===== src/rtl/drr_pkg.sv =====
`timescale 1ns / 1ps
package drr_pkg;

    localparam int DRR_FLOWS     = 1024;
    localparam int DRR_PKT_SLOTS = 8192;

    localparam logic [20:0] DRR_QUANTUM_MAX = 21'(1 << 20);

    // Configuration register indexes.
    localparam logic [2:0] CFG_TOTAL_LIMIT  = 3'd0;
    localparam logic [2:0] CFG_FLOW_LIMIT   = 3'd1;
    localparam logic [2:0] CFG_QUANTUM      = 3'd2;
    localparam logic [2:0] CFG_START_CREDIT = 3'd3;
    localparam logic [2:0] CFG_REFILL_DELAY = 3'd4;
    localparam logic [2:0] CFG_FLOW_MASK    = 3'd5;
    localparam logic [2:0] CFG_BASIC_MODE   = 3'd6;

    // Result status codes.
    localparam logic [2:0] ST_ACCEPTED   = 3'd0;
    localparam logic [2:0] ST_DROP_TOTAL = 3'd1;
    localparam logic [2:0] ST_DROP_FLOW  = 3'd2;
    localparam logic [2:0] ST_DEQUEUED   = 3'd3;
    localparam logic [2:0] ST_EMPTY      = 3'd4;

    typedef struct packed {
        logic [13:0] total_limit;
        logic [13:0] flow_limit;
        logic [20:0] quantum;
        logic [23:0] start_credit;
        logic [31:0] refill_delay;
        logic [9:0]  flow_mask;
        logic        basic_mode;
    } t_cfg;

    typedef enum logic [3:0] {
        S_CLEAR,
        S_IDLE,
        S_IX1,
        S_IX2,
        S_E0,
        S_E1,
        S_E2,
        S_D0,
        S_D1,
        S_D2,
        S_RES
    } t_state;

endpackage


===== src/rtl/drr_cfg.sv =====
`timescale 1ns / 1ps
module drr_cfg (
    input  logic          i_clk,
    input  logic          i_rst_n,
    input  logic          i_we,
    input  logic [2:0]    i_index,
    input  logic [31:0]   i_data,
    output drr_pkg::t_cfg o_cfg
);
    import drr_pkg::*;

    t_cfg r_cfg;
    t_cfg n_cfg;

    always_comb begin
        n_cfg = r_cfg;
        if (i_we) begin
            case (i_index)
                CFG_TOTAL_LIMIT:     n_cfg.total_limit = i_data[13:0];
                CFG_FLOW_LIMIT:      n_cfg.flow_limit = i_data[13:0];
                CFG_QUANTUM: begin
                    // Out-of-range quantum writes leave the old value.
                    if (i_data[20:0] != 21'd0 && i_data[20:0] <= DRR_QUANTUM_MAX) begin
                        n_cfg.quantum = i_data[20:0];
                    end
                end
                CFG_START_CREDIT:    n_cfg.start_credit = i_data[23:0];
                CFG_REFILL_DELAY:    n_cfg.refill_delay = i_data;
                CFG_FLOW_MASK:       n_cfg.flow_mask = i_data[9:0];
                CFG_BASIC_MODE:      n_cfg.basic_mode = i_data[0];
                default:             n_cfg = r_cfg;
            endcase
        end
    end

    always_ff @(posedge i_clk) begin
        if (!i_rst_n) begin
            r_cfg.total_limit     <= 14'd8192;
            r_cfg.flow_limit      <= 14'd100;
            r_cfg.quantum         <= 21'd3028;
            r_cfg.start_credit    <= 24'd15140;
            r_cfg.refill_delay    <= 32'd40;
            r_cfg.flow_mask       <= 10'd1023;
            r_cfg.basic_mode      <= 1'b0;
        end else begin
            r_cfg <= n_cfg;
        end
    end

    assign o_cfg = r_cfg;
endmodule


===== config.mk =====
export PLATFORM = sky130hd
export DESIGN_NAME = drr_cfg
export DESIGN_NICKNAME = d
export VERILOG_FILES = /design/src/rtl/drr_pkg.sv /design/src/rtl/drr_cfg.sv
export SDC_FILE = /design/constraint.sdc
export NUM_CORES = 1
export LEC_CHECK = 0
export ABC_AREA = 1
export BUFFER_PORTS_ARGS = -buffer_cell sky130_fd_sc_hd__clkbuf_2
export CAP_MARGIN = 5
export CORE_ASPECT_RATIO = 1.25
export CORE_MARGIN = 1
export CORE_UTILIZATION = 52
export DETAILED_ROUTE_END_ITERATION = 16
export PLACE_DENSITY = 0.84
export SYNTH_ARGS = -nofsm -noshare
export SYNTH_HDL_FRONTEND = slang
export SYNTH_SLANG_ARGS = --single-unit

===== constraint.sdc =====
create_clock -name i_clk -period 4 [get_ports i_clk]
set_input_delay 1 -clock i_clk [delete_from_list [all_inputs] [get_ports i_clk]]
set_output_delay 1 -clock i_clk [all_outputs]
set_load 0.03 [all_outputs]

### Word-level counts from Yosys, hierarchy flattened

Cells that the tools add are included.
Widths: inputs -> output; s select.

* flip-flop bits (word level): 116
* output and inout bits: 116

* order comparisons: 1
* equality and inequality tests: 6
* reduce and logical (&&, ||, !) cells: 10

Operators with widths (count)
* $le 21x21->1 const B: 1
* $reduce_bool 21->1: 1
* $reduce_and 2->1: 6
* $eq 3x3->1 const B: 3
* $eq 3x2->1 const B: 2
* $eq 3x1->1 const B: 1
* $logic_not 3->1: 1
* $reduce_and 3->1: 1
* $logic_and 1x1->1: 1

### Longest topological paths before layout

* word-level depth: 3
* gate-level depth with buffers: 10
* gate-level depth less buffers: 9

### Worst setup path before layout

OpenSTA, ideal clock, no wires.

* path kind: in2reg
* start: input port i_data[7]
* end: register r_cfg, in the netlist o_cfg[84]
* setup time: 0.114 ns
* arrival: 1.948 ns
* path slack: 1.937 ns
* stages: 9
* path buffers: 1
* cell sequence: inv_1 > nand2_1 > nor2_4 > nand3_2 > nand2_4 > nand2_4 > buf_4 > nor2_1 > nor2_2

* word-level cells in the longest chain between the ends: 3
* elaborated cells on any way between the ends: 4
* those cells by class: 1 x order compare; 3 x reduce/logical

Ends and longest elaborated chain
* start, declared: RTL line drr_cfg.sv:7 `input logic [31:0] i_data,`
* $le 21x21->1 / $reduce_bool 21->1 (equally long branches): RTL line drr_cfg.sv:23 `if (i_data[20:0] != 21'd0 && i_data[20:0] <= DRR_QUANTUM_MAX) begin`
* $logic_and 1x1->1 (*): RTL line drr_cfg.sv:23
* $reduce_and 3->1 (no line) (*)
* end signal, assigned: RTL line drr_cfg.sv:46 `r_cfg <= n_cfg;`
* end, declared: RTL line drr_cfg.sv:12 `t_cfg r_cfg;`

Mark *: on every way between the ends. The rest lies on a longest branch, timed or not.
A chain may end at the register's enable or synchronous reset.

### Final worst setup path

* start: register r_cfg, in the netlist o_cfg[0]
* end: output port o_cfg[0] in the netlist's numbering

RTL lines
* end, declared: RTL line drr_cfg.sv:8 `output drr_pkg::t_cfg o_cfg`

No word-level cell between the ends.

==> impl_metrics.tcl <==
set metrics [dict create \
    crit_arrival_ns 1.13 \
    worstPathCellList "clkbuf_2" \
    route.final.wire_length_mm 11.7 \
    clk_path_buf_depth 2 \
    layout_commonest_cell "sky130_fd_sc_hd__clkbuf_2" \
    gp_congestion 0.867 \
    drt_pre_antenna_iters 5 \
    setup_viol_count_final 0 \
    vias 3988 \
    clk-insertion-delay-late_ns 0.52 \
    overflow 0 \
    dieWidth_um 82.3 \
    timing.critical_path.slowest_stage_cell "sky130_fd_sc_hd__dfxtp_1" \
    top_level_ports 154 \
    peak_ir_drop_on_the_vdd_network_mv 0.363 \
    rsz0062_at_grt "false" \
    mostFrequentLayoutCells "sky130_fd_sc_hd__clkbuf_2, sky130_fd_sc_hd__dfxtp_1, sky130_fd_sc_hd__nor2_1" \
    root_buffer_cell "sky130_fd_sc_hd__clkbuf_8" \
    hold_depth 2 \
    ctsHtreeMaxLevel 4 \
    gr-usage-all-layers_pct 28.9 \
    power_density_nw_per_um2 518 \
    synth_seq_cells 116 \
    cp_num_buf_inv 1 \
    seq_area_sq_um 2320 \
    drt.antenna.violating_nets 0 \
    timing.critical_path.from_type "register" \
    post-route-drc-count 0 \
    routedWlPerCell_um 15.4 \
    post_route_cells_drive_above_1_share_pct 33.7 \
    total_power_uw 2860 \
    worstPathRequired_ns 3.00 \
    fillers 591 \
    synthesis.area_per_instance_sq_um 8.26 \
    numCtsBuffers 17 \
    clock_input_transition_at_the_sequential_cells_of_the_worst_setup_and_hold_paths_ns 0.05 \
    holdBufCountCts 0 \
    post_synthesis_cell_area_sq_um 4190 \
    final_min_period_over_clock_period_pct 53.3 \
    finalSetupTns_ns 0 \
    post-synth-top-area-fraction_pct 55.5 \
    mappedNetlistNets 545 \
    grt_pass1_vias 3617 \
    area_delta_synth_final_pct 31.9 \
    netlist_top_cells_area "sky130_fd_sc_hd__dfxtp_1, sky130_fd_sc_hd__o21ai_0, sky130_fd_sc_hd__nor2_1" \
    pin_count_of_the_biggest_net_entering_global_routing 71 \
    die-height_um 102 \
    start_util_pct 53.7 \
    die_area_sq_um 8420 \
    critical_path_class "register to primary output" \
    post-synth-top-area-cell "sky130_fd_sc_hd__dfxtp_1" \
    post_cts_resize_count 0 \
    max-slew-margin-rel_pct 32.5 \
    num-nets-final 693 \
    cts_sinks 116 \
    synthesis_warning_total 0 \
    largest_register_ffs 116 \
    post-route-util_pct 70.9 \
    critical_path.endpoint_type "primary output" \
    r2r.worst_path.cells 2 \
    floorplan.core_area_sq_um 7790 \
    leak_pwr_uw 0.00273 \
    cts_tree "yes" \
    max_freq_mhz 469 \
    worst_path_largest_cell_delay_ns 0.37 \
    maxSlewViolCount 0 \
    critical-path-top-delay-family "flip-flops" \
    post_layout_minimum_cycle_time_ns 2.13 \
    post_cts_buffers 0 \
    placementRows 36 \
    detail_route.vias_per_cell 5.25 \
    synth.distinct_cells 25 \
    multiInputGateArea_sq_um 1620 \
    timing.critical_path.depth 1 \
    max_cap_viol_count 0 \
    cp_max_fo 2 \
    grt_pass1_wl_mm 17.6 \
    tightestPinTransition_ns 1.01 \
    diodes 0 \
    outcome "complete, no violations" \
    synthesis.instances 507 \
    finalClockSkew_ns 0 \
    synth_seq_area_share_pct 55.5 \
    initial_antenna_violation_count 0 \
    port_buffers 153 \
    final_hold_viol_count 0 \
    drt_iter0_drc 231 \
    worst_hold_path_type "register to register" \
    dp.final_hpwl_mm 8.01 \
]
metal layers:
| layer | GRT usage [%] | up-vias | part of all wire, % |
|---|---|---|---|
| met3 | 11.3 | 15 | 7.9 |
| met5 | 0 | - | 0 |
| met2 | 47.0 | 156 | 50 |
| li1 | - | 1968 | - |
| met1 | 33.7 | 1849 | 41 |
| met4 | 11.2 | 0 | 1.5 |
cell type report:
class	instances	share of cell area [%]
Clock buffer	23	8.27
Clock inverter	6	1.45
Inverter	29	1.97
Multi-Input combinational cell	333	29.3
Sequential cell	116	42.0
Tap cell	95	2.15
Timing Repair Buffer	158	14.8
logic make-up (layout without fill, tap and decap cells):
family,count (synthesis),after routing,synth area share [%]
AND/OR/NAND/NOR,199,199,21.8
AO/OA/AOI/OAI,134,134,16.9
flip-flops,116,116,55.5
buffers and inverters,58,216,5.86
path summary, 6_finish.rpt:
check / end / slack [ns] / startpoint
setup reg to reg: o_cfg[62]$_SDFFE_PN0P_ / 3.28 / o_cfg[62]$_SDFFE_PN0P_
hold / removal: o_cfg[10]$_SDFFE_PN1P_ / 0.46 / o_cfg[10]$_SDFFE_PN1P_
setup / recovery: o_cfg[0] / 1.87 / o_cfg[0]$_SDFFE_PN0P_
hold reg to reg: o_cfg[10]$_SDFFE_PN1P_ / 0.46 / o_cfg[10]$_SDFFE_PN1P_
through the flow:
stage               cells  worst slack, ns  hold WS [ns]  cell area (sq um)
floorplan             507             1.94         0.584               4190
global placement      731             1.51         0.442               4990
detailed placement    731             1.42         0.453               4990
CTS                   760             1.87         0.467               5520
global route          760             1.67         0.494               5520
finish                760             1.87         0.464               5520
tightest hold or removal path, delay by kind of cell (launching register included):
family / cells / cell delay (ns)
flops: 1 / 0.33
simple gates: 2 / 0.10
report_power, final:
part | switching, uW | internal (uW)
combinational | 187 | 69.7
clock | 487 | 902
sequential | 20.8 | 1200
total | 695 | 2170
cells in the mapped netlist:
cell type                    n
sky130_fd_sc_hd__o21ai_1     1
sky130_fd_sc_hd__inv_2       6
sky130_fd_sc_hd__o211ai_1   15
sky130_fd_sc_hd__nand3_2     1
sky130_fd_sc_hd__buf_6       2
sky130_fd_sc_hd__buf_2       6
sky130_fd_sc_hd__nor4_1      1
sky130_fd_sc_hd__nor2_4      3
sky130_fd_sc_hd__buf_4       1
sky130_fd_sc_hd__nor2_1     78
sky130_fd_sc_hd__nand2_4     2
sky130_fd_sc_hd__nand4_4     1
sky130_fd_sc_hd__nor2_2     16
sky130_fd_sc_hd__nand2_1    61
sky130_fd_sc_hd__nor3_1      1
sky130_fd_sc_hd__clkbuf_2    1
sky130_fd_sc_hd__dfxtp_1   116
sky130_fd_sc_hd__buf_1       1
sky130_fd_sc_hd__clkbuf_1   18
sky130_fd_sc_hd__o21ai_0    70
sky130_fd_sc_hd__a31oi_1     1
sky130_fd_sc_hd__nand2_2    12
sky130_fd_sc_hd__a21oi_1    47
sky130_fd_sc_hd__nand3_1    23
sky130_fd_sc_hd__inv_1      23
No activity file was read; power rests on OpenSTA's default activity.
