**src/rtl/drr_pkg.sv**
```systemverilog
`timescale 1ns / 1ps
package drr_pkg;

    localparam int DRR_FLOWS     = 1024;
    localparam int DRR_PKT_SLOTS = 8192;

    localparam logic [20:0] DRR_QUANTUM_MAX = 21'(1 << 20);

    // Configuration register indexes.
    localparam logic [2:0] CFG_TOTAL_LIMIT  = 3'd0;
    localparam logic [2:0] CFG_FLOW_LIMIT   = 3'd1;
    localparam logic [2:0] CFG_QUANTUM      = 3'd2;
    localparam logic [2:0] CFG_START_CREDIT = 3'd3;
    localparam logic [2:0] CFG_REFILL_DELAY = 3'd4;
    localparam logic [2:0] CFG_FLOW_MASK    = 3'd5;
    localparam logic [2:0] CFG_BASIC_MODE   = 3'd6;

    // Result status codes.
    localparam logic [2:0] ST_ACCEPTED   = 3'd0;
    localparam logic [2:0] ST_DROP_TOTAL = 3'd1;
    localparam logic [2:0] ST_DROP_FLOW  = 3'd2;
    localparam logic [2:0] ST_DEQUEUED   = 3'd3;
    localparam logic [2:0] ST_EMPTY      = 3'd4;

    typedef struct packed {
        logic [13:0] total_limit;
        logic [13:0] flow_limit;
        logic [20:0] quantum;
        logic [23:0] start_credit;
        logic [31:0] refill_delay;
        logic [9:0]  flow_mask;
        logic        basic_mode;
    } t_cfg;

    typedef enum logic [3:0] {
        S_CLEAR,
        S_IDLE,
        S_IX1,
        S_IX2,
        S_E0,
        S_E1,
        S_E2,
        S_D0,
        S_D1,
        S_D2,
        S_RES
    } t_state;

endpackage

```
**src/rtl/drr_idx.sv**
```systemverilog
`timescale 1ns / 1ps
module drr_idx #(
    parameter int FLOWS = drr_pkg::DRR_FLOWS
) (
    input  logic                     i_clk,
    input  logic [9:0]               i_val,
    output logic [$clog2(FLOWS)-1:0] o_idx
);
    import drr_pkg::*;

    localparam int FW    = $clog2(FLOWS);
    localparam int RECIP = (1 << 20) / FLOWS;

    logic [9:0]    r_v;
    logic [9:0]    r_q;
    logic [FW-1:0] r_idx;
    logic [31:0]   prod;
    logic [31:0]   rem;

    // The reciprocal quotient never overshoots, so one correction step suffices.
    assign prod = 32'(i_val) * 32'(RECIP);
    assign rem  = 32'(r_v) - 32'(r_q) * 32'(FLOWS);

    always_ff @(posedge i_clk) begin
        r_v   <= i_val;
        r_q   <= prod[29:20];
        r_idx <= (rem >= 32'(FLOWS)) ? FW'(rem - 32'(FLOWS)) : FW'(rem);
    end

    assign o_idx = r_idx;
endmodule

```
**config.mk**
```make
export PLATFORM = sky130hd
export DESIGN_NAME = drr_idx
export DESIGN_NICKNAME = d
export VERILOG_FILES = /design/src/rtl/drr_pkg.sv /design/src/rtl/drr_idx.sv
export SDC_FILE = /design/constraint.sdc
export NUM_CORES = 1
export LEC_CHECK = 0
export CORE_AREA = 2 2 39 41
export CTS_CLUSTER_SIZE = 28
export DETAILED_ROUTE_END_ITERATION = 16
export DIE_AREA = 0 0 41 43
export DONT_BUFFER_PORTS = 1
export SKIP_CTS_REPAIR_TIMING = 1
export SKIP_LAST_GASP = 1
export SLEW_MARGIN = 0
export SYNTH_ARGS = -nofsm -noshare
export SYNTH_HDL_FRONTEND = slang
export SYNTH_SLANG_ARGS = --single-unit
```
**constraint.sdc**
```tcl
create_clock -name i_clk -period 0.8 [get_ports i_clk]
set_clock_uncertainty 0.2 [all_clocks]
set_input_delay 0.04 -clock i_clk [delete_from_list [all_inputs] [get_ports i_clk]]
set_output_delay 0.04 -clock i_clk [all_outputs]
set_load 0.05 [all_outputs]
```
## Word-level counts from Yosys, hierarchy flattened

Index checks and enable logic that the tools add are counted.

| storage, ports and cells | value |
|---|---|
| register bits | 20 |
| input port bits | 11 |
| logic and storage cells | 5 |

| cells by class | value |
|---|---|
| add/subtract/negate cells | 1 |
| order comparisons | 1 |
| muxes and demuxes | 1 |

Operators by type and width:

| cell | count |
|---|---|
| 10-bit by 11-bit >= comparator with 1-bit output (second input constant) | 1 |
| 10-bit two-way mux | 1 |
| 10-bit by 1-bit subtractor with 10-bit output (second input constant) | 1 |

## Logic depth before layout (Yosys ltp)

Gate-level depths: netlist (run 1).

| depth | value |
|---|---|
| depth in word-level cells | 2 |
| gate-level depth with buffers | 0 |
| mapped depth without buffers | 0 |

## Worst setup path after synthesis (run 1)

OpenSTA, ideal clock, no wires.

| timing path | value |
|---|---|
| path type | reg-to-output |
| from | register r_idx[0], in the netlist o_idx[0] |
| to | output o_idx[0] |
| arrival time | 0.587 ns |
| data required time | 0.560 ns |
| path slack | -0.027 ns |
| cell stages (with the launch flop) | 1 |
| path through | dfxtp_1 |

RTL lines:

| item | line | text |
|---|---|---|
| from (decl) | drr_idx.sv:16 | `logic [FW-1:0] r_idx;` |
| from (signal assigned) | drr_idx.sv:27 | `r_idx <= (rem >= 32'(FLOWS)) ? FW'(rem - 32'(FLOWS)) : FW'(rem);` |
| to (decl) | drr_idx.sv:7 | `output logic [$clog2(FLOWS)-1:0] o_idx` |

No word-level cell between the ends.

## Worst setup path after layout (run 1)

| timing path | value |
|---|---|
| from | register r_idx[7], in the netlist o_idx[7] |
| to | output o_idx[7] |

No word-level cell between the ends.

==> results.py, run 1 <==
metrics = {
    "floorplanning": {
        "initial_core_util": 0.2893,
        "ioPinCount": 21,
        "dieArea_mm2": 0.001763,
        "die-width_um": 41,
        "coreArea_mm2": 0.001384,
        "num_rows": 14,
        "die_height_um": 43,
    },
    "placed_design": {
        "placed_area_um2": 432.9,
        "place_congestion": 0.5032,
        "post-place-cells": 36,
        "io_buffer_count": 0,
        "preCtsSetupSlack_ps": 96.05,
    },
    "clocking": {
        "htreeDepth": 1,
        "numClockSinks": 20,
        "cts.clk_slew.worst_paths_ps": 90,
        "cts_tree": "built",
        "clockBufferDepth": 2,
        "cts-root-buf": "clkbuf_4",
        "numCtsBuffers": 3,
        "clkLatencyLatePin_ps": 280,
    },
    "worst_setup_path": {
        "worstPathArrival_ps": 720,
        "r2r_start": "r_v[4]",
        "startpoint_type": "flop",
        "path_depth": 0,
        "end_kind": "output pin",
        "cp_max_fo": 1,
        "r2r_end": "o_idx[4]",
        "r2r_cells": 0,
        "required_ps": 560,
        "path_class": "flop to output pin",
        "crit_start": "o_idx[7]",
        "crit_path_end": "o_idx[7]",
        "reg2reg_slack_ps": 190,
    },
    "routing": {
        "dr.pass1.iters": 4,
        "route.detailed.drc": 0,
        "wire_per_inst_um": 10.04,
        "routed_wl_um": 492,
        "postRouteAntennaNets": 0,
        "drt_iter0_drc": 1,
        "vias": 177,
        "routed_via_density": 3.612,
    },
    "final_layout": {
        "n_antenna_cell": 0,
        "multi_input_area_um2": 0,
        "layout_common_cells": "dlygate4sd3_1 (10), dfxtp_4 (10), dfxtp_1 (10)",
        "fillers": 128,
        "nets": 46,
        "layoutNonFillerInstCount": 49,
        "synthToLayoutAreaGrowth_pct": 45.00,
        "multi_input_gates": 0,
        "design_area_um2": 580.6,
        "final_core_util": 0.4195,
        "drive_gt1_frac": 0.3939,
    },
    "timing": {
        "drv_slew": 0,
        "hold_viol": 0,
        "layout_min_cycle_time_ps": 961.1,
        "worst_slew_pin_slew_ps": 154.8,
        "max_clock_freq_ghz": 1.040,
        "slew_headroom": 0.8973,
        "post-route-period-util": 1.201,
        "timing.final.ws_setup_ps": -161.1,
        "rsz0062_at_grt": "yes",
        "setup_viol": 10,
    },
    "synthesis": {
        "synth_compound_area_frac": 0,
        "yosys-mux-area-fraction": 0,
        "yosysSeqAreaShare": 1.000,
        "synth_adder_area_share": 0,
        "avgSynthCellArea_um2": 20.02,
        "yosys.area_share.simple": 0,
        "syn_nets": 31,
        "syn_inst": 20,
        "syn-cell-area_um2": 400.4,
        "synth-xor-area-share": 0,
        "ys_types": 1,
        "ys_warn_count": 0,
        "synth_seq_cells": 20,
    },
    "status": {
        "status": "finished, violations left",
        "violations": "setup timing",
    },
    "grt": {
        "antenna_found_initial": 0,
        "grt_pass1_vias": 157,
        "grt_max_degree": 11,
        "grt-ovfl-total": 0,
        "grtUsageTotal": 0.07041,
        "grt_pass1_wl_um": 655,
    },
    "power_and_ir_drop": {
        "p_leak_nw": 0.2278,
        "power.total_w": 0.001593,
        "p_per_area_mw_per_mm2": 2745,
        "ir_drop_mv": 1.188,
    },
    "worst_hold_path": {
        "min_path_type": "primary input to flop",
    },
    "run": {
        "maxCapViolCount": 0,
    },
}
-- layout make-up --
cell class,count,area (um2),area share
Clock buffer,3,22.52,0.03879
Sequential cell,20,437.9,0.7543
Tap cell,16,20.02,0.03448
Timing Repair Buffer,10,100.1,0.1724
-- how the worst min path moves through the flow --
stage / startpoint / end / slack, ps / cells after the start
after global routing: i_val[6] / r_v[6] / 80 / 1
after CTS: i_val[0] / r_v[0] / -430 / 0
final: i_val[3] / r_v[3] / 100 / 1
after detailed placement: i_val[5] / r_v[5] / -130 / 0
after floorplan: i_val[0] / r_v[0] / -130 / 0
after global placement: i_val[8] / r_v[8] / -130 / 0
-- state kept, by name (all words and copies together) (netlist names) --
signal,cells
o_idx,10
r_v,10
-- kinds of logic (layout without fill, tap and decap cells) --
kind of cell / after synthesis / after routing
DFF: 20 / 20
buffers and inverters: 0 / 13
-- where the power goes --
group / internal, W / switching (W) / leakage [nW]
combinational: 0.0000321 / 0.00000529 / 0.0418
clock: 0.000174 / 0.000236 / 0.0138
sequential: 0.00104 / 0.000109 / 0.172
-- cell usage after synthesis, drive strengths merged --
| cell type | number | share of area |
|---|---|---|
| dfxtp | 20 | 1.0 |
-- through the flow --
step / hold WS (ps) / TNS (ps)
2_1_floorplan: -132.3 / 0
3_3_place_gp: -132.2 / 0
3_5_place_dp: -132.2 / 0
4_1_cts: -434.8 / -2229
5_1_grt: 77.89 / -1942
6_report: 99.71 / -1584
-- routing by layer --
layer / vias up / wire length, um / share of wire / track usage
li1: 88 / - / - / -
met1: 79 / 144 / 0.29 / 0.04068
met2: 10 / 288 / 0.59 / 0.1031
met3: 0 / 59 / 0.12 / 0.04712
met4: 0 / 0 / 0 / 0.1000
met5: - / 0 / 0 / 0
Note: power is estimated with default switching activity, not from simulation.
==> run 2, diff against run 1 <==
Settings changed: CORE_AREA 2 2 39 41 to 8 8 45 47, DIE_AREA 0 0 41 43 to 0 0 53 55.
==> run 2 against run 1 <==
Net effect:
- the run still ends with setup timing left
- largest cell class unchanged
- non-clock buffer count stayed put
- first-iteration DRC count stayed put
- die area rose by 65%
==> results.py, run 2 (synthesis results as in run 1) <==
metrics = {
    "status": {
        "status": "finished, violations left",
        "violations": "setup timing",
    },
    "timing": {
        "post-route-period-util": 1.200,
        "layout_min_cycle_time_ps": 959.8,
        "worst_slew_pin_slew_ps": 156.6,
        "max_clock_freq_ghz": 1.042,
        "hold_viol": 0,
        "setup_viol": 10,
        "slew_headroom": 0.8961,
        "timing.final.ws_setup_ps": -159.8,
        "rsz0062_at_grt": "yes",
        "drv_slew": 0,
    },
    "floorplanning": {
        "die_height_um": 55,
        "dieArea_mm2": 0.002915,
        "initial_core_util": 0.2893,
        "num_rows": 14,
        "ioPinCount": 21,
        "die-width_um": 53,
        "coreArea_mm2": 0.001384,
    },
    "worst_setup_path": {
        "path_class": "flop to output pin",
        "end_kind": "output pin",
        "worstPathArrival_ps": 720,
        "required_ps": 560,
        "cp_max_fo": 1,
        "startpoint_type": "flop",
    },
    "routing": {
        "drt_iter0_drc": 1,
        "routed_via_density": 3.551,
        "wire_per_inst_um": 13.94,
        "route.detailed.drc": 0,
        "routed_wl_um": 683,
        "dr.pass1.iters": 5,
        "postRouteAntennaNets": 0,
        "vias": 174,
    },
    "grt": {
        "grt_max_degree": 11,
        "antenna_found_initial": 0,
        "grt-ovfl-total": 0,
        "grt_pass1_wl_um": 703,
        "grt_pass1_vias": 144,
        "grtUsageTotal": 0.03910,
    },
    "final_layout": {
        "drive_gt1_frac": 0.3939,
        "multi_input_area_um2": 0,
        "n_antenna_cell": 0,
        "nets": 46,
        "layoutNonFillerInstCount": 49,
        "synthToLayoutAreaGrowth_pct": 45.00,
        "final_core_util": 0.4195,
        "multi_input_gates": 0,
        "design_area_um2": 580.6,
        "layout_common_cells": "dlygate4sd3_1 (10), dfxtp_4 (10), dfxtp_1 (10)",
    },
    "placed_design": {
        "placed_area_um2": 432.9,
        "io_buffer_count": 0,
        "place_congestion": 0.5058,
        "post-place-cells": 36,
    },
    "clocking": {
        "cts-root-buf": "clkbuf_4",
        "numCtsBuffers": 3,
        "clockBufferDepth": 2,
        "htreeDepth": 1,
        "cts_tree": "built",
        "clkLatencyLatePin_ps": 270,
        "cts.clk_slew.worst_paths_ps": 90,
        "numClockSinks": 20,
    },
    "run": {
        "maxCapViolCount": 0,
    },
    "power_and_ir_drop": {
        "ir_drop_mv": 0.8900,
        "p_leak_nw": 0.2278,
        "power.total_w": 0.001598,
        "p_per_area_mw_per_mm2": 2752,
    },
    "worst_hold_path": {
        "min_path_type": "primary input to flop",
    },
}
[run 2: cell counts in the layout (fill, tap and decap cells not counted)]
No cell type changed its count.
[run 2: area by class of cell]
type	count	area [um2]
clock buffer	3	22.52
fill	121	803.3
sequential	20	437.9
tap	16	20.02
timing repair buffer	10	100.1
[run 2: power by group]
| group | leakage [nW] | switching, W | total (W) | internal (W) |
|---|---|---|---|---|
| Combinational | 0.0418 | 0.00000716 | 0.0000395 | 0.0000323 |
| Sequential | 0.172 | 0.000111 | 0.00115 | 0.00104 |
| Clock | 0.0138 | 0.000237 | 0.000411 | 0.000174 |
| Total | 0.228 | 0.000354 | 0.00160 | 0.00124 |
[run 2: metal layers]
layer | track usage | wire length [um] | vias to the layer above
met3 | 0.01337 | 29 | 2
li1 | - | - | 86
met2 | 0.07617 | 454 | 6
met1 | 0.01863 | 185 | 80
met5 | 0 | 0 | -
met4 | 0.06466 | 14 | 0
[run 2: stage by stage]
step | worst slack (ps) | TNS (ps) | hold slack (ps)
2_1_floorplan | 105.6 | 0 | -132.3
3_3_place_gp | 94.83 | 0 | -132.2
3_5_place_dp | 92.38 | 0 | -132.2
4_1_cts | -224.8 | -2205 | -428.0
5_1_grt | -197.4 | -1928 | 82.54
6_report | -159.8 | -1572 | 110.5
[run 2: final timing paths]
path | cells past startpoint | start | end | slack (ps)
setup / recovery | 0 | o_idx[3] | o_idx[3] | -160
hold / removal | 1 | i_val[9] | r_v[9] | 110
setup reg to reg | 0 | r_v[1] | o_idx[1] | 180
hold reg to reg | 0 | r_v[6] | o_idx[6] | 130
==> run 3, diff against run 2 <==
Settings changed: TNS_END_PERCENT set to 30.
==> run 3 against run 2 <==
Net effect:
- the flow still finishes with violations (setup timing)
- total power rose by 6.3%
- first-iteration DRC count increased to 4.0 times the previous value
- sequential power fell by 4%
- utilization is 8.9 points higher
- die area unchanged
==> results.py, run 3 (synthesis results as in run 1) <==
metrics = {
    "final_layout": {
        "synthToLayoutAreaGrowth_pct": 75.62,
        "layout_common_cells": "dlygate4sd3_1 (10), dfxtp_1 (10), dfxtp_2 (7), buf_12 (7)",
        "multi_input_gates": 0,
        "drive_gt1_frac": 0.5000,
        "multi_input_area_um2": 0,
        "n_antenna_cell": 0,
        "design_area_um2": 703.2,
        "final_core_util": 0.5081,
        "nets": 53,
    },
    "clocking": {
        "cts.clk_slew.worst_paths_ps": 90,
        "cts_tree": "built",
        "clkLatencyLatePin_ps": 280,
        "htreeDepth": 1,
        "numClockSinks": 20,
        "numCtsBuffers": 3,
        "cts-root-buf": "clkbuf_4",
        "clockBufferDepth": 2,
    },
    "floorplanning": {
        "ioPinCount": 21,
        "dieArea_mm2": 0.002915,
        "num_rows": 14,
        "initial_core_util": 0.2893,
        "die_height_um": 55,
        "coreArea_mm2": 0.001384,
        "die-width_um": 53,
    },
    "grt": {
        "grt_pass1_vias": 173,
        "antenna_found_initial": 0,
        "grt_max_degree": 11,
        "grtUsageTotal": 0.04793,
        "grt_pass1_wl_um": 834,
        "grt-ovfl-total": 0,
    },
    "worst_setup_path": {
        "path_depth": 1,
        "critPathTopFamily": "flip-flops",
        "cp_cell_sequence": "buf_12",
        "startpoint_type": "flop",
        "cpMaxStageDelayCell": "dfxtp_2",
        "slowest_delay_ps": 350,
        "path_class": "flop to output pin",
        "cp_max_fo": 1,
        "reg2reg_slack_ps": 190,
        "r2r_end": "o_idx[1]",
        "r2r_cells": 0,
        "worstPathArrival_ps": 760,
        "cp.buffers_inverters": 1,
        "crit_path_end": "o_idx[5]",
        "end_kind": "output pin",
        "required_ps": 560,
        "crit_start": "o_idx[5]",
        "r2r_start": "r_v[1]",
    },
    "run": {
        "maxCapViolCount": 0,
    },
    "routing": {
        "dr.pass1.iters": 3,
        "drt_iter0_drc": 4,
        "routed_wl_um": 704,
        "vias": 200,
        "postRouteAntennaNets": 0,
        "wire_per_inst_um": 12.57,
        "routed_via_density": 3.571,
        "route.detailed.drc": 0,
    },
    "worst_hold_path": {
        "holdPathStages": 1,
        "worstHoldStart": "i_val[4]",
        "min_path_type": "primary input to flop",
    },
    "timing": {
        "rsz0062_at_grt": "yes",
        "setup_viol": 10,
        "drv_slew": 0,
        "post-route-period-util": 1.251,
        "worst_slew_pin_slew_ps": 155.2,
        "timing.final.ws_setup_ps": -201.2,
        "tns_ps": -1875,
        "slew_headroom": 0.8970,
        "max_clock_freq_ghz": 0.9988,
        "layout_min_cycle_time_ps": 1001,
        "hold_viol": 0,
    },
    "placed_design": {
        "io_buffer_count": 0,
        "place_congestion": 0.6360,
        "placed_area_um2": 564.3,
    },
    "status": {
        "violations": "setup timing",
        "status": "finished, violations left",
    },
    "power_and_ir_drop": {
        "p_per_area_mw_per_mm2": 2416,
        "p_leak_nw": 0.2912,
        "ir_drop_mv": 1.097,
    },
}
==> run 3: final cells by class <==
cell class,count,area (um2)
flip-flops and latches,20,420.4
repair buffers,17,240.2
clock buffers,3,22.52
fillers,114,680.7
well taps,16,20.02
==> run 3: stage by stage <==
step                      setup slack [ps]  power [W]  cells  hold slack, ps
final                               -201.2   0.001699     56           100.8
after global routing                -254.0   0.001799     56           70.76
after CTS                           -251.5   0.001692     46          -436.4
after detailed placement             73.74   0.001271     43          -132.2
after global placement               79.98   0.001270     43          -132.2
after floorplan                     -27.33   0.001179     20          -132.3
==> run 3: how the worst min path moves through the flow <==
stage,to,slack [ps]
2_1_floorplan,r_v[0],-130
3_3_place_gp,r_v[9],-130
3_5_place_dp,r_v[8],-130
4_1_cts,r_v[3],-440
5_1_grt,r_v[6],70
6_report,r_v[4],100
==> run 3: power by group <==
group	internal, W	switching [W]	total, W
logic	0.000101	0.0000791	0.000180
clock network	0.000174	0.000243	0.000418
registers	0.00105	0.0000514	0.00110
total	0.00133	0.000374	0.00170
==> run 3: per-layer routing <==
| layer | vias up | wire length [um] | GRT usage |
|---|---|---|---|
| li1 | 101 | - | - |
| met1 | 91 | 174 | 0.02955 |
| met2 | 8 | 456 | 0.07227 |
| met3 | 0 | 72 | 0.05080 |
| met4 | 0 | 0 | 0.05172 |
| met5 | - | 0 | 0 |
