### src/rtl/drr_ram.sv
`timescale 1ns / 1ps
module drr_ram #(
    parameter int WIDTH = 8,
    parameter int DEPTH = 16
) (
    input  logic                     i_clk,
    input  logic                     i_we,
    input  logic [$clog2(DEPTH)-1:0] i_waddr,
    input  logic [WIDTH-1:0]         i_wdata,
    input  logic [$clog2(DEPTH)-1:0] i_raddr,
    output logic [WIDTH-1:0]         o_rdata
);
    logic [WIDTH-1:0] r_mem [DEPTH];
    logic [WIDTH-1:0] r_rdata;

    always_ff @(posedge i_clk) begin
        if (i_we) begin
            r_mem[i_waddr] <= i_wdata;
        end
        r_rdata <= r_mem[i_raddr];
    end

    assign o_rdata = r_rdata;
endmodule

### config.mk
export PLATFORM = sky130hd
export DESIGN_NAME = drr_ram
export DESIGN_NICKNAME = d
export VERILOG_FILES = /design/src/rtl/drr_ram.sv
export SDC_FILE = /design/constraint.sdc
export NUM_CORES = 1
export LEC_CHECK = 0
export CELL_PAD_IN_SITES_DETAIL_PLACEMENT = 1
export CELL_PAD_IN_SITES_GLOBAL_PLACEMENT = 2
export CORE_MARGIN = 2
export CORE_UTILIZATION = 25
export DETAILED_ROUTE_END_ITERATION = 8
export DONT_BUFFER_PORTS = 1
export PLACE_DENSITY = 0.52
export SETUP_SLACK_MARGIN = 0.5
export SYNTH_ARGS = -nofsm -noshare
export SYNTH_HDL_FRONTEND = slang
export SYNTH_SLANG_ARGS = --single-unit
export TNS_END_PERCENT = 20
### constraint.sdc
create_clock -name i_clk -period 4.3 [get_ports i_clk]
set_input_delay 0.215 -clock i_clk [delete_from_list [all_inputs] [get_ports i_clk]]
set_output_delay 0.215 -clock i_clk [all_outputs]
set_load 0.03 [all_outputs]
# After elaboration in Yosys (flattened, before gate mapping)
# Memory sizes are Yosys's and may differ from the RTL's. A register that Yosys moved wholly into a read port is not among the register bits.
# Index checks and enable logic that the tools add are counted.
[op_classes]
div_mod_pow = 0
n_addsub = 0
n_shift = 0
n_lt_le_gt_ge = 0
eq_ne = 0
multipliers = 0
n_bitwise = 0
muxes = 2
reduce_logical = 0
[op_table]
columns = ["operator", "count"]
rows = [
  ["1-bit 2-to-1 mux", 2],
]
[word_totals]
mem_count = 1
mem_bits_rw = 128
word_cells = 3
rom_bits = 0
latch_bits = 0
register_bits = 0
[mem_list]
columns = ["memory", "depth", "width", "rd", "rd_ports_with_merged_regs", "write_ports", "line", "source"]
rows = [
  ["r_mem", 16, 8, 1, 1, 1, "13", "logic [WIDTH-1:0] r_mem [DEPTH];"],
]

# Logic depth before layout (Yosys ltp)
# Gate-level depths: netlist of run 1.
[depth]
depth_word = 2
mapped_depth = 5
mapped_depth_nobuf = 3

# Worst setup path before layout of run 1
# Ideal clock, no wire load.
[synth_timing]
path_kind = "input port to flip-flop"
start = "in i_waddr[2]"
end = "mem r_mem[0][0], enable pin"
t_required_ns = 3.917
slack_ns = 2.592
arrival_time_ns = 1.325
path_stages = 2
path_buffers = 0
path_cell_list = "or3b_2 > nor3_1"
[synth_rtl]
columns = ["element", "line", "source"]
rows = [
  ["start: declaration", "8", "input logic [$clog2(DEPTH)-1:0] i_waddr,"],
  ["end: declaration", "13", ""],
]
# No word-level cell before the write port.

==> results.json, run 1 <==
{
  "cts_inserted_buffers": 17,
  "crit_arrival_ns": 1.82,
  "grt_pass1_wl_mm": 17.4,
  "setup_slack_ns": 2.77,
  "finClkSkew_ns": 0.00915,
  "die_x_um": 147,
  "critPathLaunch": "r_mem[2][2]$_DFFE_PP_",
  "top_layer": "met5",
  "clock_latency_ns": 0.42,
  "slowest_delay_ns": 0.59,
  "clkPwrFrac_pct": 42.7,
  "setup-tns-final_ns": 0,
  "slew_headroom_pct": 40.2,
  "grt_use_total_pct": 11.7,
  "detail_route.wl_per_cell_um": 22.4,
  "rsz0062_at_grt": "false",
  "clockBufferDepth": 2,
  "timing.final.crit_period_ns": 1.53,
  "syn_area_um2": 5150,
  "drt-total-wl_mm": 11.9,
  "r2r_end": "o_rdata[2]$_DFF_P_",
  "cts_tree": "built",
  "holdPathEnd": "o_rdata[2]$_DFF_P_",
  "finalPower_w": 0.00283,
  "overflow": 0,
  "synth_cells": 229,
  "yosys_warnings": 0,
  "synth_area_per_cell_um2": 22.5,
  "drt_iter0_markers": 169,
  "row_count": 52,
  "synth_fp_nets": 247,
  "swShare_pct": 20.8,
  "place_area_um2": 5430,
  "pwr_density_cell_nw_per_um2": 473,
  "yosysMostFrequentCell": "edfxtp_1",
  "tightest_slew_ns": 0.894,
  "wl_met1_mm": 5.71,
  "holdPathStages": 3,
  "yosys.area.top_type": "edfxtp_1",
  "fillCellCount": 2030,
  "crit_type": "reg2reg",
  "fin_nets": 268,
  "antenna_found_initial": 1,
  "io_buffers": 0,
  "clk_pin_slew_ns": 0.05,
  "hold_start": "i_raddr[1]",
  "p_leak_nw": 1.88,
  "ys_top_cells_by_area": "edfxtp_1, mux4_2, mux4_1",
  "core_area_um2": 20200,
  "crit_path_cell_trace": "mux4_1 > a22oi_1 > nand2_1",
  "drtAntennaViolNets": 0,
  "netlist_top_cells_count": "edfxtp_1, mux4_2, a22oi_1",
  "drv_slew": 0,
  "drive_gt1_share_pct": 16.5,
  "synth_cell_types": 19,
  "worstSetupStartpointType": "register",
  "via_count": 2307,
  "cp.buffers_inverters": 0,
  "route.met2.wl_mm": 5.54,
  "wl_met3_um": 485,
  "seq_area_frac_synth_pct": 77.8,
  "reg2reg_depth": 3,
  "multiInputGateArea_um2": 1060,
  "r2r_slack_ns": 2.77,
  "hold_path_class": "in2reg",
  "vias_per_cell": 4.35,
  "drc": 0,
  "clock-sinks": 136,
  "fin_area_um2": 5980,
  "n_antenna_cell": 0,
  "dpl.hpwl_mm": 7.36,
  "required_ns": 4.59,
  "slowest_stage": "mux4_1",
  "synth-seq-cells": 136,
  "netSwitchingPower_w": 0.000587,
  "cts_root_buf": "clkbuf_16",
  "htree_num_levels": 4,
  "final_util_pct": 29.6,
  "cp_top_family": "multiplexers",
  "grt_max_degree": 33,
  "synth-main-ff-cell": "edfxtp_1",
  "outcome": "completed",
  "die-area_um2": 21800,
  "r2r_start": "r_mem[2][2]$_DFFE_PP_",
  "die_y_um": 147,
  "first_pass_iters": 4,
  "maxCapViolations": 0,
  "internal_power_w": 0.00224,
  "seq_power_share_pct": 53.4,
  "end_kind": "register",
  "fmax_ghz": 0.654,
  "synthArstFlopShare_pct": 0,
  "io_pins": 26,
  "path_max_fanout": 1,
  "area_growth_pct": 16.2,
  "comb_power_share_pct": 3.9,
  "dp_slack_ns": 2.54,
  "synth_top_area_share_pct": 74.7,
  "fin_crit_sh_pct": 35.5,
  "setup_viol": 0,
  "seqCellArea_um2": 4000,
  "hold_viol_final": 0,
  "start_util_pct": 25.4,
  "grt_pass1_vias": 2464,
  "place.gp.congestion": 0.711,
  "synth_edf_count": 128,
  "vdd.ir_drop.worst_mv": 0.277,
  "cts_resized": 0
}
-- final cells by class --
type                    count  area share (%)
clock inverters             9           0.627
clock buffers              20            7.30
flip-flops and latches    136            66.9
repair buffers             12            1.84
multi-input cells          83            17.7
well taps                 270            5.65
-- kinds of logic (layout without fill, tap and decap cells) --
family          Yosys count  count (layout)  synth area share (%)
flops                   136             136                  77.8
simple gates             35              35                  3.18
mux                      32              32                  15.0
compound gates           16              16                  2.33
buf+inv                  10              41                  1.68
-- worst reg2reg max path, stage by stage (launching register included) --
cell      delay (ns)
edfxtp_1        0.36
mux4_1          0.59
a22oi_1         0.35
nand2_1         0.11
-- power by group through the flow --
| stage | logic (W) | clock network (W) | registers, W |
|---|---|---|---|
| floorplan | 0.0000752 | 0 | 0.00153 |
| global placement | 0.0000863 | 0 | 0.00154 |
| detailed placement | 0.0000865 | 0 | 0.00154 |
| CTS | 0.000114 | 0.00124 | 0.00151 |
| global route | 0.000119 | 0.00129 | 0.00151 |
| finish | 0.000110 | 0.00121 | 0.00151 |
-- state kept, by name, indices dropped and copies added (netlist names) --
signal,count
r_mem,128
o_rdata,8
-- cells in the final DEF, fill, tap and decap left out --
cell / instances
nor3_1: 4
nand3_1: 1
mux4_2: 18
clkinv_1: 6
mux4_1: 14
edfxtp_1: 128
clkbuf_16: 17
and2b_1: 1
and2_1: 1
nand3b_1: 2
nand2_1: 9
dfxtp_1: 8
clkbuf_1: 3
dlygate4sd3_1: 8
buf_4: 4
nand2b_1: 2
clkinv_2: 3
nor2_1: 13
nor2b_1: 1
a22oi_1: 16
or3b_2: 1
-- through the flow --
stage | hold slack (ns) | std cells
3_5_place_dp | 0.315 | 493
2_1_floorplan | 0.314 | 229
4_1_cts | 0.0949 | 530
3_3_place_gp | 0.316 | 493
5_1_grt | 0.117 | 530
6_report | 0.125 | 530
-- repair_timing --
action	in CTS	in global routing
hold endpoints to repair	128	0
hold buffers	8	0
buffers inserted	0	0
-- per-layer routing --
layer | global-route usage (%) | vias to the layer above
met5 | 0 | -
met4 | 3.75 | 2
met3 | 4.17 | 10
met2 | 17.3 | 50
met1 | 16.2 | 1232
li1 | - | 1013
-- worst max path at each step --
stage                     cells after the start  slack, ns               endpoint
after floorplan                               2       2.59  r_mem[0][0]$_DFFE_PP_
after global placement                        2       2.60  r_mem[2][7]$_DFFE_PP_
after detailed placement                      2       2.54  r_mem[3][7]$_DFFE_PP_
after CTS                                     3       2.73     o_rdata[2]$_DFF_P_
after global routing                          3       2.72     o_rdata[2]$_DFF_P_
final                                         3       2.77     o_rdata[2]$_DFF_P_
No activity file was read; power rests on OpenSTA's default activity.
==> run 2, diff against run 1 <==
- ABC_AREA: unset -> 1
- PLACE_DENSITY: 0.52 -> 0.59
- clock period: 4.3 -> 1.5 ns (I/O delays scaled with it)
==> run 2 against run 1 <==
  * Combinational power grew to 4.0 times the previous value
  * Largest power group unchanged
  * Hold slack worse by 0.24 ns
  * Flip-flop and latch count unchanged
  * Power rose to 3.1 times the previous value
  * Synthesized area is 12% higher
  * The run now ends with negative hold slack left
  * Wire length increased by 29%
  * Clock skew fell by 0.0030 ns
  * Register-to-register slack lost 2.2 ns
  * Die area is 12% higher
==> results.json, run 2 <==
{
  "top_layer": "met4",
  "setup_slack_ns": 0.447,
  "drive_gt1_share_pct": 10.7,
  "fillCellCount": 2512,
  "end_kind": "primary output",
  "dp_slack_ns": 0.380,
  "vdd.ir_drop.worst_mv": 0.659,
  "pwr_density_cell_nw_per_um2": 1300,
  "fin_nets": 595,
  "fmax_ghz": 0.949,
  "finClkSkew_ns": 0.00617,
  "row_count": 55,
  "clock_latency_ns": 0.42,
  "antenna_found_initial": 0,
  "drt-total-wl_mm": 15.3,
  "tightest_slew_ns": 0.799,
  "grt_max_degree": 66,
  "clockBufferDepth": 2,
  "whs_ns": -0.114,
  "syn_area_um2": 5770,
  "seq_area_frac_synth_pct": 69.4,
  "dpl.hpwl_mm": 9.89,
  "hold_path_class": "in2reg",
  "synthArstFlopShare_pct": 0,
  "clk_pin_slew_ns": 0.06,
  "hold_viol_final": 8,
  "regMostFlops": "r_mem",
  "p_leak_nw": 2.85,
  "outcome": "finished with violations",
  "cts_setup_buffers": 0,
  "cts_tree": "built",
  "drt_iter0_markers": 264,
  "yosys.area.top_type": "edfxtp_1",
  "synth_area_per_cell_um2": 10.5,
  "n_antenna_cell": 0,
  "rsz0062_at_grt": "true",
  "yosys_warnings": 0,
  "detail_route.wl_per_cell_um": 17.5,
  "die_x_um": 156,
  "wl_met3_um": 443,
  "wl_met1_mm": 7.30,
  "slew_headroom_pct": 46.6,
  "grt_pass1_wl_mm": 23.8,
  "die-area_um2": 24300,
  "htree_num_levels": 4,
  "path_max_fanout": 1,
  "synth-main-ff-cell": "edfxtp_1",
  "route.met2.wl_mm": 7.38,
  "ys_top_cells_by_area": "edfxtp_1, nand2_1, nand3_1",
  "largest_register_ffs": 128,
  "synth_cell_types": 12,
  "via_count": 3665,
  "place.gp.congestion": 0.746,
  "worstSetupStartpointType": "register",
  "synth-seq-cells": 136,
  "start_util_pct": 25.5,
  "crit_type": "reg2out",
  "crit_arrival_ns": 0.98,
  "cts_inserted_buffers": 17,
  "drv_slew": 0,
  "io_buffers": 0,
  "clock-sinks": 136,
  "maxCapViolations": 0,
  "grt_pass1_vias": 3967,
  "timing.final.crit_period_ns": 1.05,
  "grt_use_total_pct": 13.5,
  "finalPower_w": 0.00886,
  "synth_edf_count": 128,
  "final_cell_mix": "nand2_1, edfxtp_1, inv_1",
  "first_pass_iters": 4,
  "io_pins": 26,
  "synth_fp_nets": 569,
  "core_area_um2": 22600,
  "fin_crit_sh_pct": 70.2,
  "synth_top_area_share_pct": 66.7,
  "vias_per_cell": 4.19,
  "required_ns": 1.42,
  "yosysMostFrequentCell": "nand2_1",
  "layout.cells.most_common": "nand2_1",
  "drc": 0,
  "drtAntennaViolNets": 0,
  "overflow": 0,
  "setup_viol": 0,
  "netlist_top_cells_count": "nand2_1, edfxtp_1, inv_1",
  "synth_cells": 551,
  "failed_checks": "negative hold slack",
  "die_y_um": 156,
  "cts_root_buf": "clkbuf_16",
  "setup-tns-final_ns": 0,
  "area_growth_pct": 18.6
}
==> run 2: changes by cell type after synthesis, sizes merged, moves of 2 or more <==
| cell | change |
|---|---|
| a22oi | -16 |
| buf | +17 |
| clkdlybuf4s25 | -3 |
| inv | +102 |
| mux4 | -32 |
| nand2 | +164 |
| nand2b | -2 |
| nand3 | +96 |
| nor2 | +4 |
| nor3 | -4 |
==> run 2: area by class of cell <==
cell class / count / area [um2] / area share [%]
Tap cell: 285 / 357 / 5.22
Sequential cell: 136 / 4010 / 58.6
Clock inverter: 15 / 155 / 2.27
Multi-Input combinational cell: 289 / 1240 / 18.1
Clock buffer: 17 / 425 / 6.22
Inverter: 102 / 383 / 5.60
Timing Repair Buffer: 31 / 270 / 3.95
==> run 2: what timing repair did <==
| item | in CTS | in global routing |
|---|---|---|
| pin swaps | 0 | 2 |
| endpoints found under the setup margin | 8 | 94 |
| hold buffers | 8 | 1 |
| endpoints found under the hold margin | 136 | 8 |
| gates resized for setup | 1 | 8 |
==> run 2: power by group <==
group	total (W)	switching, W	internal [W]
clock	0.00408	0.00164	0.00244
combinational	0.000435	0.000293	0.000141
sequential	0.00434	0.0000899	0.00425
==> run 2: logic make-up after synthesis <==
group / Yosys count / share of synthesized area, %
buf+inv: 126 / 9.52
flops: 136 / 69.4
simple gates: 289 / 21.0
==> run 2: worst register-to-register path: stages (launching register included) <==
cell,delay (ns)
edfxtp_1,0.37
inv_1,0.07
nand2_1,0.05
nand3_1,0.09
nand3_1,0.11
nand3_1,0.11
nand2_1,0.05
==> run 2: through the flow <==
step	utilization [%]	cells	cell area, um2
2_1_floorplan	-	551	5770
6_report	30.2	875	6840
3_5_place_dp	27.1	834	6130
5_1_grt	30.2	875	6840
3_3_place_gp	27.1	834	6130
4_1_cts	30.0	874	6800
==> run 2: worst paths after layout <==
| path | depth (start not counted) | slack (ns) | end | from |
|---|---|---|---|---|
| setup / recovery | 0 | 0.45 | o_rdata[5] | o_rdata[5]$_DFF_P_ |
| hold / removal | 3 | -0.11 | o_rdata[4]$_DFF_P_ | i_raddr[2] |
| setup reg to reg | 6 | 0.56 | o_rdata[1]$_DFF_P_ | r_mem[5][1]$_DFFE_PP_ |
| hold reg to reg | 6 | 0.66 | o_rdata[5]$_DFF_P_ | r_mem[2][5]$_DFFE_PP_ |
==> run 2: routing by layer <==
metal	up-vias	GRT usage, %
met1	1788	17.3
met3	15	3.36
met2	37	22.4
met4	0	4.19
li1	1825	-
met5	-	0
==> run 3, diff against run 2 <==
- PLACE_DENSITY: 0.59 -> 0.61
- clock period: 1.5 -> 0.9 ns (I/O delays scaled with it)
==> run 3 against run 2 <==
  * The run ends with negative hold slack, negative setup slack left
  * Power increased by 70%
  * Cell count grew 0.46%
  * Register-to-register slack worse by 0.64 ns
  * Sequential power grew 67%
  * Hold slack worse by 0.17 ns
  * Core utilization rose by 2.8 points
  * Via count is 5.1% higher
  * Clock-buffer cell count grew 2
  * Clock power up 71%
  * Die area stayed put
  * Clock skew is 0.00086 ns higher
==> results.json, run 3 (synthesis gave the netlist of run 2 again) <==
{
  "grt_max_degree": 66,
  "netSwitchingPower_w": 0.00324,
  "place.gp.congestion": 0.781,
  "cts_root_buf": "clkbuf_16",
  "vias_per_cell": 4.38,
  "cp_top_family": "simple AND/OR/NAND/NOR gates",
  "grt_util_met3_pct": 4.39,
  "swShare_pct": 21.5,
  "seqCellArea_um2": 4030,
  "n_antenna_cell": 0,
  "maxCapViolations": 0,
  "grt_use_total_pct": 14.3,
  "internal_power_w": 0.0118,
  "slowest_delay_ns": 0.37,
  "die_y_um": 156,
  "fin_nets": 599,
  "first_pass_iters": 4,
  "fmax_ghz": 1.02,
  "die_x_um": 156,
  "clkPwrFrac_pct": 46.4,
  "io_pins": 26,
  "finClkSkew_ns": 0.00703,
  "place_area_um2": 6370,
  "clk_pin_slew_ns": 0.06,
  "crit_arrival_ns": 1.28,
  "crit_path_cell_trace": "inv_1 > nand2_1 > nand3_2 > nand3_2 > nand3_4 > nand2_2",
  "start_util_pct": 25.5,
  "seq_power_share_pct": 48.0,
  "outcome": "finished with violations",
  "clockBufferDepth": 2,
  "rsz0062_at_grt": "true",
  "vdd.ir_drop.worst_mv": 1.12,
  "clock_latency_ns": 0.42,
  "cp.buffers_inverters": 1,
  "dpl.hpwl_mm": 10.7,
  "finalPower_w": 0.0151,
  "grt_pass1_wl_mm": 25.1,
  "die-area_um2": 24300,
  "cpMostUsedCell": "nand3_2",
  "required_ns": 1.21,
  "io_buffers": 0,
  "pwr_density_cell_nw_per_um2": 2020,
  "fillCellCount": 2485,
  "setup_slack_ns": -0.0790,
  "final_cell_mix": "nand2_1, edfxtp_1, inv_1",
  "drv_slew": 0,
  "grt_use_met2_pct": 23.9,
  "cts_inserted_buffers": 17,
  "drtAntennaViolNets": 0,
  "use_met1_pct": 17.9,
  "p_leak_nw": 3.04,
  "slew_headroom_pct": 71.0,
  "fin_area_um2": 7460,
  "setup-tns-final_ns": -0.294,
  "slowest_stage": "edfxtp_1",
  "drive_gt1_share_pct": 25.3,
  "regMostFlops": "r_mem",
  "drt-total-wl_mm": 16.3,
  "drc": 0,
  "row_count": 55,
  "tightest_slew_ns": 0.435,
  "cts_tree": "built",
  "grt_busiest_layer": "met2",
  "fin_crit_sh_pct": 109,
  "largest_register_ffs": 128,
  "via_count": 3852,
  "crit_type": "reg2reg",
  "layout.cells.most_common": "nand2_1",
  "whs_ns": -0.281,
  "drt_iter0_markers": 182,
  "setup_viol": 8,
  "overflow": 0,
  "hold_viol_final": 136,
  "antenna_found_initial": 0,
  "path_max_fanout": 1,
  "multiInputGateArea_um2": 1630,
  "area_growth_pct": 29.4,
  "end_kind": "register",
  "timing.final.crit_period_ns": 0.979,
  "grt_pass1_vias": 4178,
  "core_area_um2": 22600,
  "clock-sinks": 136,
  "htree_num_levels": 4,
  "worstSetupStartpointType": "register",
  "comb_power_share_pct": 5.6,
  "failed_checks": "negative hold slack, negative setup slack",
  "final_util_pct": 33.0,
  "hold_path_class": "in2reg",
  "detail_route.wl_per_cell_um": 18.5
}
run 3: changes by cell type in the layout (fill, tap and decap cells not counted), sizes merged:
cell / delta
inv: -3
clkbuf: +2
dlygate4sd3: -8
clkinvlp: -2
bufinv: +1
buf: +13
clkinv: +2
dlymetal6s4s: -1
run 3: area by class of cell:
class                      count  area share, %
sequential                   136           54.1
multi-input combinational    289           21.8
timing repair buffer          35           6.09
clock buffer                  19           5.94
inverter                     102           5.23
tap                          285           4.78
clock inverter                13           2.06
run 3: worst paths after layout:
kind / endpoint / cells past startpoint / start / slack, ns
setup / recovery: o_rdata[7]$_DFF_P_ / 6 / r_mem[5][7]$_DFFE_PP_ / -0.08
hold / removal: r_mem[6][6]$_DFFE_PP_ / 0 / i_wdata[6] / -0.28
setup reg to reg: o_rdata[7]$_DFF_P_ / 6 / r_mem[5][7]$_DFFE_PP_ / -0.08
hold reg to reg: o_rdata[2]$_DFF_P_ / 6 / r_mem[13][2]$_DFFE_PP_ / 0.69
run 3: what timing repair did:
item | CTS | global route
pin swaps | 33 | 34
gates resized for setup | 89 | 29
endpoints found under the hold margin | 136 | 136
buffers inserted | 0 | 0
setup endpoints to repair | 144 | 124
run 3: worst register-to-register path, stage by stage, from the launching register on:
cell      delay (ns)
edfxtp_1        0.37
inv_1           0.08
nand2_1         0.07
nand3_2         0.07
nand3_2         0.10
nand3_4         0.11
nand2_2         0.06
run 3: power groups by stage:
stage | Sequential (W) | Combinational [W] | Clock (W)
after global routing | 0.00726 | 0.000930 | 0.00745
after floorplan | 0.00733 | 0.000513 | 0
after global placement | 0.00737 | 0.000684 | 0
final | 0.00724 | 0.000838 | 0.00699
after detailed placement | 0.00737 | 0.000690 | 0
after CTS | 0.00725 | 0.000792 | 0.00718
run 3: layer usage:
metal / vias up / part of all wire, %
met5: - / 0
met4: 0 / 1.0
met3: 7 / 3.6
met2: 40 / 50
met1: 1969 / 46
li1: 1836 / -
run 3: through the flow:
step	instances	setup slack, ns
after floorplan	551	-0.0186
after global placement	847	-0.237
after detailed placement	847	-0.249
after CTS	879	-0.0859
after global routing	879	-0.146
final	879	-0.0790
